--- config.mk ---
export PLATFORM = sky130hd
export DESIGN_NAME = nal_length_prefix_to_start_code_core
export DESIGN_NICKNAME = d
export VERILOG_FILES = /design/src/nlp_pkg.sv /design/src/nlp_front.sv /design/src/nlp_fifo.sv /design/src/nlp_back.sv /design/src/nal_length_prefix_to_start_code_core.sv
export SDC_FILE = /design/constraint.sdc
export NUM_CORES = 1
export LEC_CHECK = 0
export ABC_AREA = 1
export BUFFER_PORTS_ARGS = -buffer_cell sky130_fd_sc_hd__buf_2
export CAP_MARGIN = 20
export CORE_ASPECT_RATIO = 2
export CORE_UTILIZATION = 50
export CTS_BUF_LIST = sky130_fd_sc_hd__clkbuf_8 sky130_fd_sc_hd__clkbuf_16
export DETAILED_ROUTE_END_ITERATION = 8
export PLACE_DENSITY = 0.66
export SLEW_MARGIN = 5
export SYNTH_ARGS = -nofsm -noshare
export SYNTH_HDL_FRONTEND = slang
export SYNTH_SLANG_ARGS = --single-unit
--- constraint.sdc ---
create_clock -name clk -period 22.9 [get_ports clk]
set_clock_uncertainty 0.2 [all_clocks]
set_input_delay 3.435 -clock clk [delete_from_list [all_inputs] [get_ports clk]]
set_output_delay 3.435 -clock clk [all_outputs]
set_load 0.05 [all_outputs]
--- src/nlp_pkg.sv ---
// Shared types and constants for the NAL length-prefix to start-code converter.
// No dependencies; every module of the block imports this package.
package nlp_pkg;

	// Configuration register indexes.
	localparam logic REG_LENGTH_SIZE  = 1'b0;
	localparam logic REG_OUTPUT_LIMIT = 1'b1;

	localparam int QUEUE_DEPTH = 4;

	typedef struct packed {
		logic [7:0]  data_byte;
		logic [23:0] sample_bytes;
		logic        end_of_sample;
	} in_item_t;

	typedef struct packed {
		logic [7:0] out_byte;
		logic       byte_valid;
		logic       last;
		logic       failed;
	} out_item_t;

	typedef struct packed {
		logic [2:0]  length_size;
		logic [23:0] output_limit;
	} cfg_t;

	// One classified input byte: up to four bytes to emit, first in bytes[0].
	typedef struct packed {
		logic [3:0][7:0] bytes;
		logic [1:0]      last_idx;
		logic            byte_valid;
		logic            last;
		logic            failed;
	} cmd_t;

	typedef enum logic [3:0] {
		PH_PREFIX  = 4'b0001,
		PH_PAYLOAD = 4'b0010,
		PH_PASS    = 4'b0100,
		PH_DROP    = 4'b1000
	} phase_t;

endpackage

--- src/nlp_front.sv ---
// Front end: tracks prefix/payload state per sample byte and turns each
// accepted byte into at most one queue command. Depends on nlp_pkg.
module nlp_front #(
	parameter int COUNT_BITS = 24
) (
	input  logic            clk,
	input  logic            arst_n,
	input  nlp_pkg::cfg_t     cfg,
	input  logic            item_valid,
	output logic            item_ready,
	input  nlp_pkg::in_item_t item,
	output logic            push,
	input  logic            push_ready,
	output nlp_pkg::cmd_t     cmd
);
	import nlp_pkg::*;

	localparam int SW = ((COUNT_BITS > 32) ? COUNT_BITS : 32) + 2;
	localparam logic [COUNT_BITS-1:0] CNT_MAX = '1;

	phase_t                phase_q, ph, ph_d;
	logic [1:0]            pidx_q, pidx_d;
	logic [31:0]           acc_q, acc_d, acc_n, held;
	logic [COUNT_BITS-1:0] pos_q, pos_d, pl_q, pl_d, pl_dec, oc_q, oc_d, nal_cap;
	logic [COUNT_BITS:0]   pos_inc, oc_inc1, oc_inc4;
	logic                  rej_q, rej, first, active, done, bad, over, accept;
	logic [2:0]            lsz_q, lsz, lsz_cfg, pidx_inc, n;
	logic [23:0]           limit_q, lim;
	logic [SW-1:0]         size_x, pos_x, nal_x;

	assign item_ready = push_ready;
	assign accept     = item_valid && push_ready;

	always_comb begin
		if (cfg.length_size == 3'd0)
			lsz_cfg = 3'd1;
		else if (cfg.length_size > 3'd4)
			lsz_cfg = 3'd4;
		else
			lsz_cfg = cfg.length_size;
	end

	always_comb begin
		first   = (pos_q == '0);
		lsz     = first ? lsz_cfg : lsz_q;
		lim     = first ? cfg.output_limit : limit_q;
		rej     = first ? (item.sample_bytes > cfg.output_limit) : rej_q;
		size_x  = SW'(item.sample_bytes);
		pos_x   = SW'(pos_q);
		active  = !rej && (pos_x < size_x);
		acc_n   = {acc_q[23:0], item.data_byte};
		nal_x   = SW'(acc_n);
		pidx_inc = {1'b0, pidx_q} + 3'd1;
		done    = (pidx_inc >= lsz);
		bad     = (acc_n == 32'd0) || (pos_x + SW'(1) + nal_x > size_x);
		over    = (SW'(oc_q) + SW'(4) + nal_x > SW'(lim));
		nal_cap = (nal_x > SW'(CNT_MAX)) ? CNT_MAX : acc_n[COUNT_BITS-1:0];
		// held prefix bytes moved to the top so the oldest lands in bytes[0]
		held    = acc_n << {3'd4 - pidx_inc, 3'b000};
		pos_inc = {1'b0, pos_q} + (COUNT_BITS+1)'(1);
		oc_inc1 = {1'b0, oc_q} + (COUNT_BITS+1)'(1);
		oc_inc4 = {1'b0, oc_q} + (COUNT_BITS+1)'(4);
		pl_dec  = (pl_q != '0) ? pl_q - COUNT_BITS'(1) : pl_q;

		ph = phase_q;
		// prefix that cannot fit in the rest of the sample
		if (active && phase_q == PH_PREFIX && pidx_q == 2'd0 && pos_x + SW'(lsz) > size_x)
			ph = (lsz == 3'd4) ? PH_PASS : PH_DROP;

		ph_d   = ph;
		pidx_d = pidx_q;
		acc_d  = acc_q;
		pl_d   = pl_q;
		oc_d   = oc_q;
		n      = 3'd0;
		cmd    = '0;
		cmd.byte_valid = 1'b1;

		if (active) begin
			unique case (ph)
				PH_PREFIX: begin
					acc_d  = acc_n;
					pidx_d = pidx_inc[1:0];
					if (done) begin
						pidx_d = 2'd0;
						acc_d  = '0;
						if (lsz == 3'd4) begin
							n = 3'd4;
							if (bad) begin
								cmd.bytes[0] = acc_n[31:24];
								cmd.bytes[1] = acc_n[23:16];
								cmd.bytes[2] = acc_n[15:8];
								cmd.bytes[3] = acc_n[7:0];
								ph_d = PH_PASS;
							end else begin
								cmd.bytes[3] = 8'd1;
								pl_d = nal_cap;
								ph_d = PH_PAYLOAD;
							end
						end else if (bad || over) begin
							ph_d = PH_DROP;
						end else begin
							n = 3'd4;
							cmd.bytes[3] = 8'd1;
							oc_d = oc_inc4[COUNT_BITS] ? CNT_MAX : oc_inc4[COUNT_BITS-1:0];
							pl_d = nal_cap;
							ph_d = PH_PAYLOAD;
						end
					end else if (item.end_of_sample && lsz == 3'd4) begin
						n = pidx_inc;
						cmd.bytes[0] = held[31:24];
						cmd.bytes[1] = held[23:16];
						cmd.bytes[2] = held[15:8];
					end
				end
				PH_PAYLOAD: begin
					n = 3'd1;
					cmd.bytes[0] = item.data_byte;
					oc_d = oc_inc1[COUNT_BITS] ? CNT_MAX : oc_inc1[COUNT_BITS-1:0];
					pl_d = pl_dec;
					if (pl_dec == '0)
						ph_d = PH_PREFIX;
				end
				PH_PASS: begin
					n = 3'd1;
					cmd.bytes[0] = item.data_byte;
				end
				PH_DROP: begin
				end
				default: begin
				end
			endcase
		end

		pos_d = pos_inc[COUNT_BITS] ? CNT_MAX : pos_inc[COUNT_BITS-1:0];

		if (item.end_of_sample) begin
			if (n == 3'd0) begin
				// bare end marker
				n = 3'd1;
				cmd.bytes      = '0;
				cmd.byte_valid = 1'b0;
				cmd.failed     = rej;
			end
			cmd.last = 1'b1;
			ph_d   = PH_PREFIX;
			pidx_d = 2'd0;
			acc_d  = '0;
			pos_d  = '0;
			pl_d   = '0;
			oc_d   = '0;
		end
		cmd.last_idx = 2'(n - 3'd1);
	end

	assign push = accept && (n != 3'd0);

	always_ff @(posedge clk or negedge arst_n) begin
		if (!arst_n) begin
			phase_q <= PH_PREFIX;
			pidx_q  <= '0;
			acc_q   <= '0;
			pos_q   <= '0;
			pl_q    <= '0;
			oc_q    <= '0;
			rej_q   <= 1'b0;
			lsz_q   <= 3'd4;
			limit_q <= '1;
		end else if (accept) begin
			phase_q <= ph_d;
			pidx_q  <= pidx_d;
			acc_q   <= acc_d;
			pos_q   <= pos_d;
			pl_q    <= pl_d;
			oc_q    <= oc_d;
			rej_q   <= item.end_of_sample ? 1'b0 : rej;
			lsz_q   <= lsz;
			limit_q <= lim;
		end
	end

	a_fail_is_marker: assert property (@(posedge clk) disable iff (!arst_n)
		push && cmd.failed |-> cmd.last && !cmd.byte_valid)
		else $error("failed flag on a non-marker command");

endmodule

--- src/nlp_fifo.sv ---
// Short command queue between the front end and the output sequencer.
// Depends on nlp_pkg for the command type.
module nlp_fifo #(
	parameter int DEPTH = 4
) (
	input  logic        clk,
	input  logic        arst_n,
	input  logic        push,
	output logic        push_ready,
	input  nlp_pkg::cmd_t wr_data,
	output logic        pop_valid,
	input  logic        pop,
	output nlp_pkg::cmd_t rd_data
);
	import nlp_pkg::*;

	localparam int PW = (DEPTH > 1) ? $clog2(DEPTH) : 1;
	localparam int CW = $clog2(DEPTH + 1);

	cmd_t          mem_q [DEPTH];
	logic [PW-1:0] wr_ptr_q, rd_ptr_q;
	logic [CW-1:0] count_q;
	logic          do_push, do_pop;

	assign push_ready = (count_q != CW'(DEPTH));
	assign pop_valid  = (count_q != '0);
	assign rd_data    = mem_q[rd_ptr_q];
	assign do_push    = push && push_ready;
	assign do_pop     = pop && pop_valid;

	always_ff @(posedge clk) begin
		if (do_push)
			mem_q[wr_ptr_q] <= wr_data;
	end

	always_ff @(posedge clk or negedge arst_n) begin
		if (!arst_n) begin
			wr_ptr_q <= '0;
			rd_ptr_q <= '0;
			count_q  <= '0;
		end else begin
			if (do_push)
				wr_ptr_q <= (wr_ptr_q == PW'(DEPTH - 1)) ? '0 : wr_ptr_q + PW'(1);
			if (do_pop)
				rd_ptr_q <= (rd_ptr_q == PW'(DEPTH - 1)) ? '0 : rd_ptr_q + PW'(1);
			if (do_push && !do_pop)
				count_q <= count_q + CW'(1);
			else if (do_pop && !do_push)
				count_q <= count_q - CW'(1);
		end
	end

	a_no_overflow: assert property (@(posedge clk) disable iff (!arst_n)
		push |-> count_q != CW'(DEPTH))
		else $error("push into a full queue");

	a_no_underflow: assert property (@(posedge clk) disable iff (!arst_n)
		pop |-> count_q != '0)
		else $error("pop from an empty queue");

endmodule

--- src/nlp_back.sv ---
// Output sequencer: unrolls each queued command into one byte per cycle
// while the output is ready and holds it there. Depends on nlp_pkg.
module nlp_back (
	input  logic           clk,
	input  logic           arst_n,
	input  logic           cmd_valid,
	output logic           cmd_pop,
	input  nlp_pkg::cmd_t    cmd,
	output logic           stream_valid,
	input  logic           stream_ready,
	output nlp_pkg::out_item_t stream
);
	import nlp_pkg::*;

	cmd_t       cmd_q;
	logic       busy_q, at_end, fire;
	logic [1:0] idx_q;

	assign at_end       = (idx_q == cmd_q.last_idx);
	assign fire         = busy_q && stream_ready;
	assign cmd_pop      = cmd_valid && (!busy_q || (fire && at_end));
	assign stream_valid = busy_q;

	always_comb begin
		stream.out_byte   = cmd_q.bytes[idx_q];
		stream.byte_valid = cmd_q.byte_valid;
		stream.last       = cmd_q.last && at_end;
		stream.failed     = cmd_q.failed;
	end

	always_ff @(posedge clk) begin
		if (cmd_pop)
			cmd_q <= cmd;
	end

	always_ff @(posedge clk or negedge arst_n) begin
		if (!arst_n) begin
			busy_q <= 1'b0;
			idx_q  <= '0;
		end else if (cmd_pop) begin
			busy_q <= 1'b1;
			idx_q  <= '0;
		end else if (fire) begin
			if (at_end)
				busy_q <= 1'b0;
			else
				idx_q <= idx_q + 2'd1;
		end
	end

	a_marker_alone: assert property (@(posedge clk) disable iff (!arst_n)
		busy_q && !cmd_q.byte_valid |-> cmd_q.last_idx == 2'd0 && cmd_q.last)
		else $error("end marker not a lone final item");

endmodule

--- src/nal_length_prefix_to_start_code_core.sv ---
// Converts length-prefixed NAL units of one video sample into a start-code
// stream. Each sample byte is taken whenever the 4-entry command queue
// has room, and one output item leaves per cycle while stream_ready is
// high, so the block sustains one byte per cycle; each prefix that is not
// dropped becomes four output items, so with 1- to 3-byte prefixes the
// output port sets the pace and input stalls while the queue is full. An
// item passes through the command queue and the sequencer's command
// register before it is offered on the output. Write configuration only
// while the block is idle; it is latched on each sample's first byte.
// Depends on nlp_pkg, nlp_front, nlp_fifo and nlp_back.
module nal_length_prefix_to_start_code_core #(
	parameter int COUNT_BITS = 24
) (
	input  logic               clk,
	input  logic               arst_n,
	input  logic               cfg_we,
	input  logic               cfg_addr,
	input  logic [23:0]        cfg_wdata,
	input  logic               sample_valid,
	output logic               sample_ready,
	input  nlp_pkg::in_item_t  sample,
	output logic               stream_valid,
	input  logic               stream_ready,
	output nlp_pkg::out_item_t stream
);
	import nlp_pkg::*;

	cfg_t cfg_q;
	cmd_t push_cmd, pop_cmd;
	logic push, push_ready, pop_valid, pop;

	always_ff @(posedge clk or negedge arst_n) begin
		if (!arst_n) begin
			cfg_q.length_size  <= 3'd4;
			cfg_q.output_limit <= '1;
		end else if (cfg_we) begin
			case (cfg_addr)
				REG_LENGTH_SIZE:  cfg_q.length_size  <= cfg_wdata[2:0];
				REG_OUTPUT_LIMIT: cfg_q.output_limit <= cfg_wdata;
				default: begin
				end
			endcase
		end
	end

	nlp_front #(
		.COUNT_BITS(COUNT_BITS)
	) u_front (
		.clk        (clk),
		.arst_n     (arst_n),
		.cfg        (cfg_q),
		.item_valid (sample_valid),
		.item_ready (sample_ready),
		.item       (sample),
		.push       (push),
		.push_ready (push_ready),
		.cmd        (push_cmd)
	);

	nlp_fifo #(
		.DEPTH(QUEUE_DEPTH)
	) u_fifo (
		.clk        (clk),
		.arst_n     (arst_n),
		.push       (push),
		.push_ready (push_ready),
		.wr_data    (push_cmd),
		.pop_valid  (pop_valid),
		.pop        (pop),
		.rd_data    (pop_cmd)
	);

	nlp_back u_back (
		.clk          (clk),
		.arst_n       (arst_n),
		.cmd_valid    (pop_valid),
		.cmd_pop      (pop),
		.cmd          (pop_cmd),
		.stream_valid (stream_valid),
		.stream_ready (stream_ready),
		.stream       (stream)
	);

endmodule
== Word level (Yosys, flattened, before mapping) ==
Memories as Yosys holds them, arrays and structs flattened. A register that Yosys moved wholly into a read port is not among the register bits.
Cells that the tools add are included.

* Add/subtract/negate cells: 17
* Order comparisons: 9
* Equality and inequality tests: 15
* Shift operators: 1
* Mux-type cells: 81
* Bitwise gates (word level): 1
* Reduce and logical (&&, ||, !) cells: 45

{| class="wikitable"
|+ Operator list
! operator !! number
|-
| two-way mux 24 bit || 27
|-
| greater-than comparator 34 x 24 -> 1 bit || 3
|-
| two-way mux 32 bit || 3
|-
| one-hot mux 24 bit (2 select lines) || 2
|-
| adder 24 x 1 -> 25 bit (second input constant) || 3
|-
| adder 25 x 32 -> 33 bit || 2
|-
| adder 24 x 3 -> 25 bit (second input constant) || 2
|-
| logical NOT 24 bit || 2
|-
| two-way mux 3 bit || 14
|-
| greater-than comparator 32 x 24 -> 1 bit (second input constant) || 1
|-
| logical NOT 32 bit || 1
|-
| two-way mux 4 bit || 8
|-
| two-way mux 8 bit || 4
|-
| << shifter 32 x 6 -> 32 bit || 1
|-
| adder 24 x 3 -> 25 bit || 1
|-
| greater-than comparator 24 bit || 1
|-
| < comparator 24 bit || 1
|-
| nonzero test 24 bit || 1
|-
| subtractor 24 x 1 -> 24 bit (second input constant) || 1
|-
| two-way mux 2 bit || 9
|-
| binary-select mux 8 bit (select 2 bit) || 1
|-
| one-hot mux 8 bit (2 select lines) || 1
|-
| logical AND 1 bit || 15
|-
| AND reduction 6 bit || 2
|-
| other kinds (33) || 63
|}

* Register bits after elaboration: 167
* Bits in writable memories: 148
* Input bits: 63
* Output and inout bits: 13
* Word-level logic and storage cells: 186
* Memories kept: 1

{| class="wikitable"
|+ Memory list
! memory !! depth !! width !! rd ports !! clocked after memory_dff !! write ports !! RTL line !! text
|-
| u_fifo.mem_q || 4 || 37 || 1 || 1 || 1 || nlp_fifo.sv:20 || <nowiki>cmd_t mem_q [DEPTH];</nowiki>
|}

== Depth between registers and ports, before layout ==
* Word-level depth: 22
* Gate-level depth with buffers: 51
* Gate-level depth less buffers: 51

== By module ==
A second synthesis with hierarchy kept.

* Cells, all modules: 3411
* Area total of the unflattened synthesis: 26396.6 um^2

{| class="wikitable"
|+ By module, submodules not included
! module !! times used !! cells an instance !! area an instance (um^2) !! sequential area each (um^2)
|-
| nlp_front || 1 || 2689 || 17220.3 || 3285.7
|-
| nlp_fifo || 1 || 490 || 6382.4 || 4619.4
|-
| nlp_back || 1 || 113 || 1556.5 || 1186.1
|-
| nal_length_prefix_to_start_code_core || 1 || 119 || 1237.4 || 706.9
|}

== Worst setup path after synthesis ==
No wires, ideal clock.

* Path kind: in2reg
* Start point: input sample[26] (netlist name)
* End point: memory u_fifo.mem_q[0][0] (netlist name), enable pin
* Library setup time: 431 ps
* Arrival: 8554 ps
* Data required time: 22269 ps
* Path slack: 13715 ps
* Cell stages on the path: 34
* Buffers on the path: 0
* Cells stage by stage: ha_1 ha_1 fa_1 nand3_1 nand3_1 nand2_1 nand2_1 a31oi_1 xor2_1 inv_1 ha_1 nand2_1 inv_1 nand3_1 nor2_1 nand2_1 nand2_1 nand2_1 nand2_1 nand2_1 nand2_1 nand2_1 nand2_1 nor2_1 nand2_1 nand3_1 nand3_1 nand3_2 nand2_1 inv_1 ha_1 nand2_1 nand2_1 nor2_1

* Longest elaborated chain between the ends: 17
* Elaborated cells on any way between the ends: 20
* Classes of those cells: 2 x add/sub; 2 x order compare; 9 x mux; 7 x reduce/logical

{| class="wikitable"
|+ Ends and longest elaborated chain
! element !! RTL line !! text
|-
| start, declared || nal_length_prefix_to_start_code_core.sv:21 || <nowiki>input nlp_pkg::in_item_t sample,</nowiki>
|-
| adder 25 x 32 -> 33 bit || nlp_front.sv:55 || <nowiki>bad = (acc_n == 32'd0) || (pos_x + SW'(1) + nal_x > size_x);</nowiki>
|-
| greater-than comparator 34 x 24 -> 1 bit || nlp_front.sv:55 ||
|-
| logical OR 1 bit || nlp_front.sv:55 ||
|-
| logical OR 1 bit * || nlp_front.sv:100 || <nowiki>end else if (bad || over) begin</nowiki>
|-
| two-way mux 3 bit * || nlp_front.sv:100 ||
|-
| two-way mux 3 bit * || nlp_front.sv:87 || <nowiki>if (lsz == 3'd4) begin</nowiki>
|-
| two-way mux 3 bit * || nlp_front.sv:84 || <nowiki>if (done) begin</nowiki>
|-
| one-hot mux 3 bit (2 select lines) * || nlp_front.sv:80 || <nowiki>unique case (ph)</nowiki>
|-
| two-way mux 3 bit * || nlp_front.sv:79 || <nowiki>if (active) begin</nowiki>
|-
| logical NOT 3 bit || nlp_front.sv:138 || <nowiki>if (n == 3'd0) begin</nowiki>
|-
| two-way mux 3 bit || nlp_front.sv:138 ||
|-
| two-way mux 3 bit * || nlp_front.sv:137 || <nowiki>if (item.end_of_sample) begin</nowiki>
|-
| nonzero test 3 bit * || nlp_front.sv:156 || <nowiki>assign push = accept && (n != 3'd0);</nowiki>
|-
| logical AND 1 bit * || nlp_front.sv:156 ||
|-
| logical AND 1 bit * || nlp_fifo.sv:28 || <nowiki>assign do_push = push && push_ready;</nowiki>
|-
| two-way mux 1 bit * || nlp_fifo.sv:32 || <nowiki>if (do_push)</nowiki>
|-
| two-way mux 1 bit (implied by the code) * || nlp_fifo.sv:33 || <nowiki>mem_q[wr_ptr_q] <= wr_data;</nowiki>
|-
| end, declared || nlp_fifo.sv:20 ||
|}

Every way passes the cells marked *; elsewhere a longest branch is shown, timed or not.

== Worst setup path in the final report ==
* Start point: input sample[27] (netlist name)
* End point: register u_fifo.count_q[1]

* Longest elaborated chain between the ends: 18
* Elaborated cells on any way between the ends: 23
* Classes of those cells: 2 x add/sub; 2 x order compare; 8 x mux; 11 x reduce/logical

{| class="wikitable"
|+ Ends and longest elaborated chain
! element !! RTL line !! text
|-
| adder 25 x 32 -> 33 bit || nlp_front.sv:55 ||
|-
| greater-than comparator 34 x 24 -> 1 bit || nlp_front.sv:55 ||
|-
| logical OR 1 bit || nlp_front.sv:55 ||
|-
| logical OR 1 bit * || nlp_front.sv:100 ||
|-
| two-way mux 3 bit * || nlp_front.sv:100 ||
|-
| two-way mux 3 bit * || nlp_front.sv:87 ||
|-
| two-way mux 3 bit * || nlp_front.sv:84 ||
|-
| one-hot mux 3 bit (2 select lines) * || nlp_front.sv:80 ||
|-
| [3 not listed] || -- ||
|-
| two-way mux 3 bit * || nlp_front.sv:137 ||
|-
| nonzero test 3 bit * || nlp_front.sv:156 ||
|-
| logical AND 1 bit * || nlp_front.sv:156 ||
|-
| logical AND 1 bit * || nlp_fifo.sv:28 ||
|-
| net u_fifo.do_push || nlp_fifo.sv:23 || <nowiki>logic do_push, do_pop;</nowiki>
|-
| logical NOT 1 bit || nlp_fifo.sv:48 || <nowiki>else if (do_pop && !do_push)</nowiki>
|-
| logical AND 1 bit || nlp_fifo.sv:48 ||
|-
| nonzero test 2 bit (no source line) || -- ||
|-
| end signal, assigned || nlp_fifo.sv:47 || <nowiki>count_q <= count_q + CW'(1);</nowiki>
|-
| end signal, assigned || nlp_fifo.sv:49 || <nowiki>count_q <= count_q - CW'(1);</nowiki>
|-
| end, declared || nlp_fifo.sv:22 || <nowiki>logic [CW-1:0] count_q;</nowiki>
|}

Mark *: on every way through the listed nets, which the timed path passes. The rest lies on a longest branch.
A chain may end at the register's enable or synchronous reset.

==> metrics.md <==
| Metric | Value |
|---|---|
| # H-tree levels | 1 |
| Seq/Total Area, Yosys | 38.7% |
| # IOs | 76 |
| Largest net degree at the start of global routing | 78 |
| Power Density | 128 nW/um^2 |
| Commonest cells after routing, fill and taps aside | nand2_1, nor2_1, inv_1 |
| First-pass GRT wire length | 133,000 um |
| Clock share of power | 17.0% |
| Synth area leader | edfxtp_1 |
| Post-route ant nets | 0 |
| I/O Buffers | 75 |
| Fin worst setup slack | 13.95 ns |
| CTS Buf Count | 31 |
| Lkg Pwr | 13.1 nW |
| Die area | 51,600 um^2 |
| Critical Path Start Type | input pin |
| Critical path type | input pin to register |
| CTS sink count | 352 |
| Crit path buf inv count | 7 |
| Share of the synthesized area in the top cell type | 21.9% |
| Setup_tns | 0 ns |
| Fin crit share | 39.1% |
| Worst setup EP type | register |
| Vias in the first global route | 23,100 |
| Synthesized net count | 3,604 |
| DRC viols | 0 |
| Post-synthesis register bit count | 352 |
| Layout cells sized above 1 | 8.00% |
| Dpl ws | 13.39 ns |
| Placed instance count | 3,964 |
| Post-CTS Setup Inserts | 0 |
| CP Max Fanout | 7 |
| Top Family by Delay on Critical Path | simple AND/OR/NAND/NOR gates |
| Number of cell rows | 116 |
| Yosys cell types | 57 |
| Outcome | finished, final reports clean |
| Most common library cell in the layout ignoring fill and taps | nand2_1 |
| Post-route cell area | 27,500 um^2 |
| Final Max Tran Viols | 0 |
| Overall global routing resource usage | 34.0% |
| Synth Flop Type | edfxtp_1 |
| Syn-to-layout area delta | 8.57% |
| Nets@finish | 3,629 |
| Final Hold Viols | 0 |
| Total vias in the final route | 23,500 |
| Initial antenna violation count | 0 |
| Internal | 1.81 mW |
| Avg Vias per Cell | 5.84 |
| Number of max-cap violations | 0 |
| Final wirelength | 88,100 um |
| GPL Wtd Cong | 0.953 |
| Crit-path most repeated cell | nand2_1 |
| Bufs on Longest Clock Path | 3 |
| Worst Tran Pin Value | 0.913 ns |
| Initial DRT Pass Iterations | 6 |
| Crit path DAT | 9.25 ns |
| WL/cell | 21.9 um |
| TritonCTS clock tree | yes |
| Placeable Area | 50,100 um^2 |
| Worst min path class | register to register |
| Clock-pin slew on the worst setup and hold paths | 0.07 ns |
| RSZ-0062 raised after global routing | no |
| Post-route minimum period | 8.95 ns |
| Max Clk Rate | 0.112 GHz |
| Syn avg cell area | 7.62 um^2 |
| Max incr delay on CP | 0.41 ns |
| Clk Latency, worst-skew pair | 0.62 ns |
| Hold Buf Count CTS | 0 |
| Initial Util | 50.6% |
| Die Y | 320 um |
| Post-CTS Resized | 0 |
| CTS root buf | clkbuf_16 |
| Final Non-Filler Cells | 4,025 |
| Final HPWL DP | 67,900 um |
| Max-slew headroom at the worst pin | 39.1% |
| Die X-Extent | 161 um |
| Logic pwr share | 52.3% |
| Sequential share of power | 30.7% |
| Peak VDD IR | 0.000113 V |
| Switch share | 48.9% |
| Dominant cells by area after synthesis | edfxtp_1, nand2_1, dfrtp_1 |
| Total gr overflow | 0 |
| DR iter-0 viols | 1,756 |
| Final setup viols | 0 |
| Number of flops mapped to enable cells by yosys | 185 |
| Psw | 1.73 mW |
| CP required | 23.20 ns |
| Cells after synthesis | 3,325 |
| Critical path's slowest cell | fa_1 |
| Placed Area | 26,300 um^2 |
| Synthesized area | 25,300 um^2 |
| Syn. warnings | 0 |
| Synth async-reset ratio | 47.4% |
-- worst paths after layout --
path	startpoint	endpoint	slack, ns	cells after the start
max in group asynchronous	arst_n	u_front.oc_q[14]	17.96	3
min	u_front.limit_q[3]	u_front.limit_q[3]	0.29	2
min in group asynchronous	arst_n	u_front.pos_q[10]	2.57	1
max reg2reg	u_front.pos_q[6]	u_fifo.count_q[2]	13.95	44
max	sample[27]	u_fifo.count_q[1]	13.95	37
min reg2reg	u_front.limit_q[3]	u_front.limit_q[3]	0.29	2
-- synthesized netlist by cell type, types with 3 or more instances --
| master | count |
|---|---|
| buf_6 | 3 |
| nor3_1 | 35 |
| o21ai_0 | 238 |
| o221ai_1 | 9 |
| xnor2_1 | 26 |
| a31oi_1 | 28 |
| nor2_4 | 3 |
| or2_2 | 7 |
| a21oi_1 | 176 |
| nor4_1 | 14 |
| a21o_1 | 8 |
| dfstp_2 | 51 |
| o21a_1 | 5 |
| nand3b_1 | 3 |
| fa_1 | 4 |
| nand2_2 | 6 |
| inv_1 | 377 |
| nor2_1 | 429 |
| nor2_2 | 15 |
| o22ai_1 | 100 |
| buf_1 | 4 |
| buf_4 | 5 |
| xor2_1 | 102 |
| nand4_1 | 66 |
| dfrtp_1 | 116 |
| ha_1 | 212 |
| nand2_1 | 778 |
| nor3b_1 | 3 |
| and3_1 | 4 |
| o32ai_1 | 4 |
| nand3_2 | 7 |
| buf_2 | 19 |
| edfxtp_1 | 185 |
| a22oi_1 | 5 |
| o21bai_1 | 12 |
| clkbuf_1 | 74 |
| inv_2 | 10 |
| nand3_1 | 158 |
-- state kept, by name, indices dropped and copies added, names as in the netlist, 2 cells and up --
name and flops:
u_front.pidx_q 2, u_back.idx_q 2, u_front.acc_q 24, u_front.pl_q 24, u_back.stream 2, u_front.phase_q 4, u_fifo.rd_ptr_q 2, cfg_q 27
u_front.pos_q 24, u_fifo.mem_q 148, u_fifo.wr_ptr_q 2, u_front.lsz_q 3, u_back.cmd_q 35, u_front.oc_q 24, u_front.limit_q 24, u_fifo.count_q 3
-- power by group through the flow --
| stage | clock, mW | sequential (mW) | combinational [mW] |
|---|---|---|---|
| 4_1_cts | 0.608 | 1.08 | 1.83 |
| 5_1_grt | 0.627 | 1.10 | 2.04 |
| 2_1_floorplan | 0 | 1.02 | 1.32 |
| 3_5_place_dp | 0 | 1.09 | 1.82 |
| 6_report | 0.601 | 1.09 | 1.85 |
| 3_3_place_gp | 0 | 1.08 | 1.77 |
-- kinds of logic (layout without fill, tap and decap cells) --
group	count (synthesis)	after routing	synth area share, %
adder cells (fa/ha/maj)	216	216	10.8
XOR/XNOR	128	128	4.42
AND/OR/NAND/NOR	1536	1536	25.4
AO/OA/AOI/OAI	596	596	13.0
multiplexers	2	2	0.0839
flip-flops	352	352	38.7
other	0	1	0
buffers and inverters	495	545	7.63
-- layer usage --
layer	routed length, um	up-vias	track usage (%)
met3	4430	289	3.81
met1	31300	11100	35.7
met4	6610	0	22.7
met2	45800	919	62.9
met5	0	-	0
li1	-	11200	-
-- cell type report --
cell class,count,area [um^2]
well taps,649,812
clock buffers,37,903
inverters,389,1460
repair buffers,98,611
clock inverters,21,263
fillers,4820,22600
multi-input cells,2478,13700
diodes,1,2.50
flip-flops and latches,352,9800
-- worst min-delay path: stages (launching register included) --
cell and delay (ns):
dfstp_2 0.37, nand2_1 0.05, o21ai_0 0.07
-- metrics by stage --
stage          power [mW]  hold WS, ns  util, %
5_1_grt              3.76        0.312     54.9
3_5_place_dp         2.91        0.284     52.6
4_1_cts              3.51        0.295     54.9
6_report             3.53        0.293     54.9
2_1_floorplan        2.33        0.253        -
3_3_place_gp         2.86        0.276     52.4
Note: power is estimated with default switching activity, not from simulation.
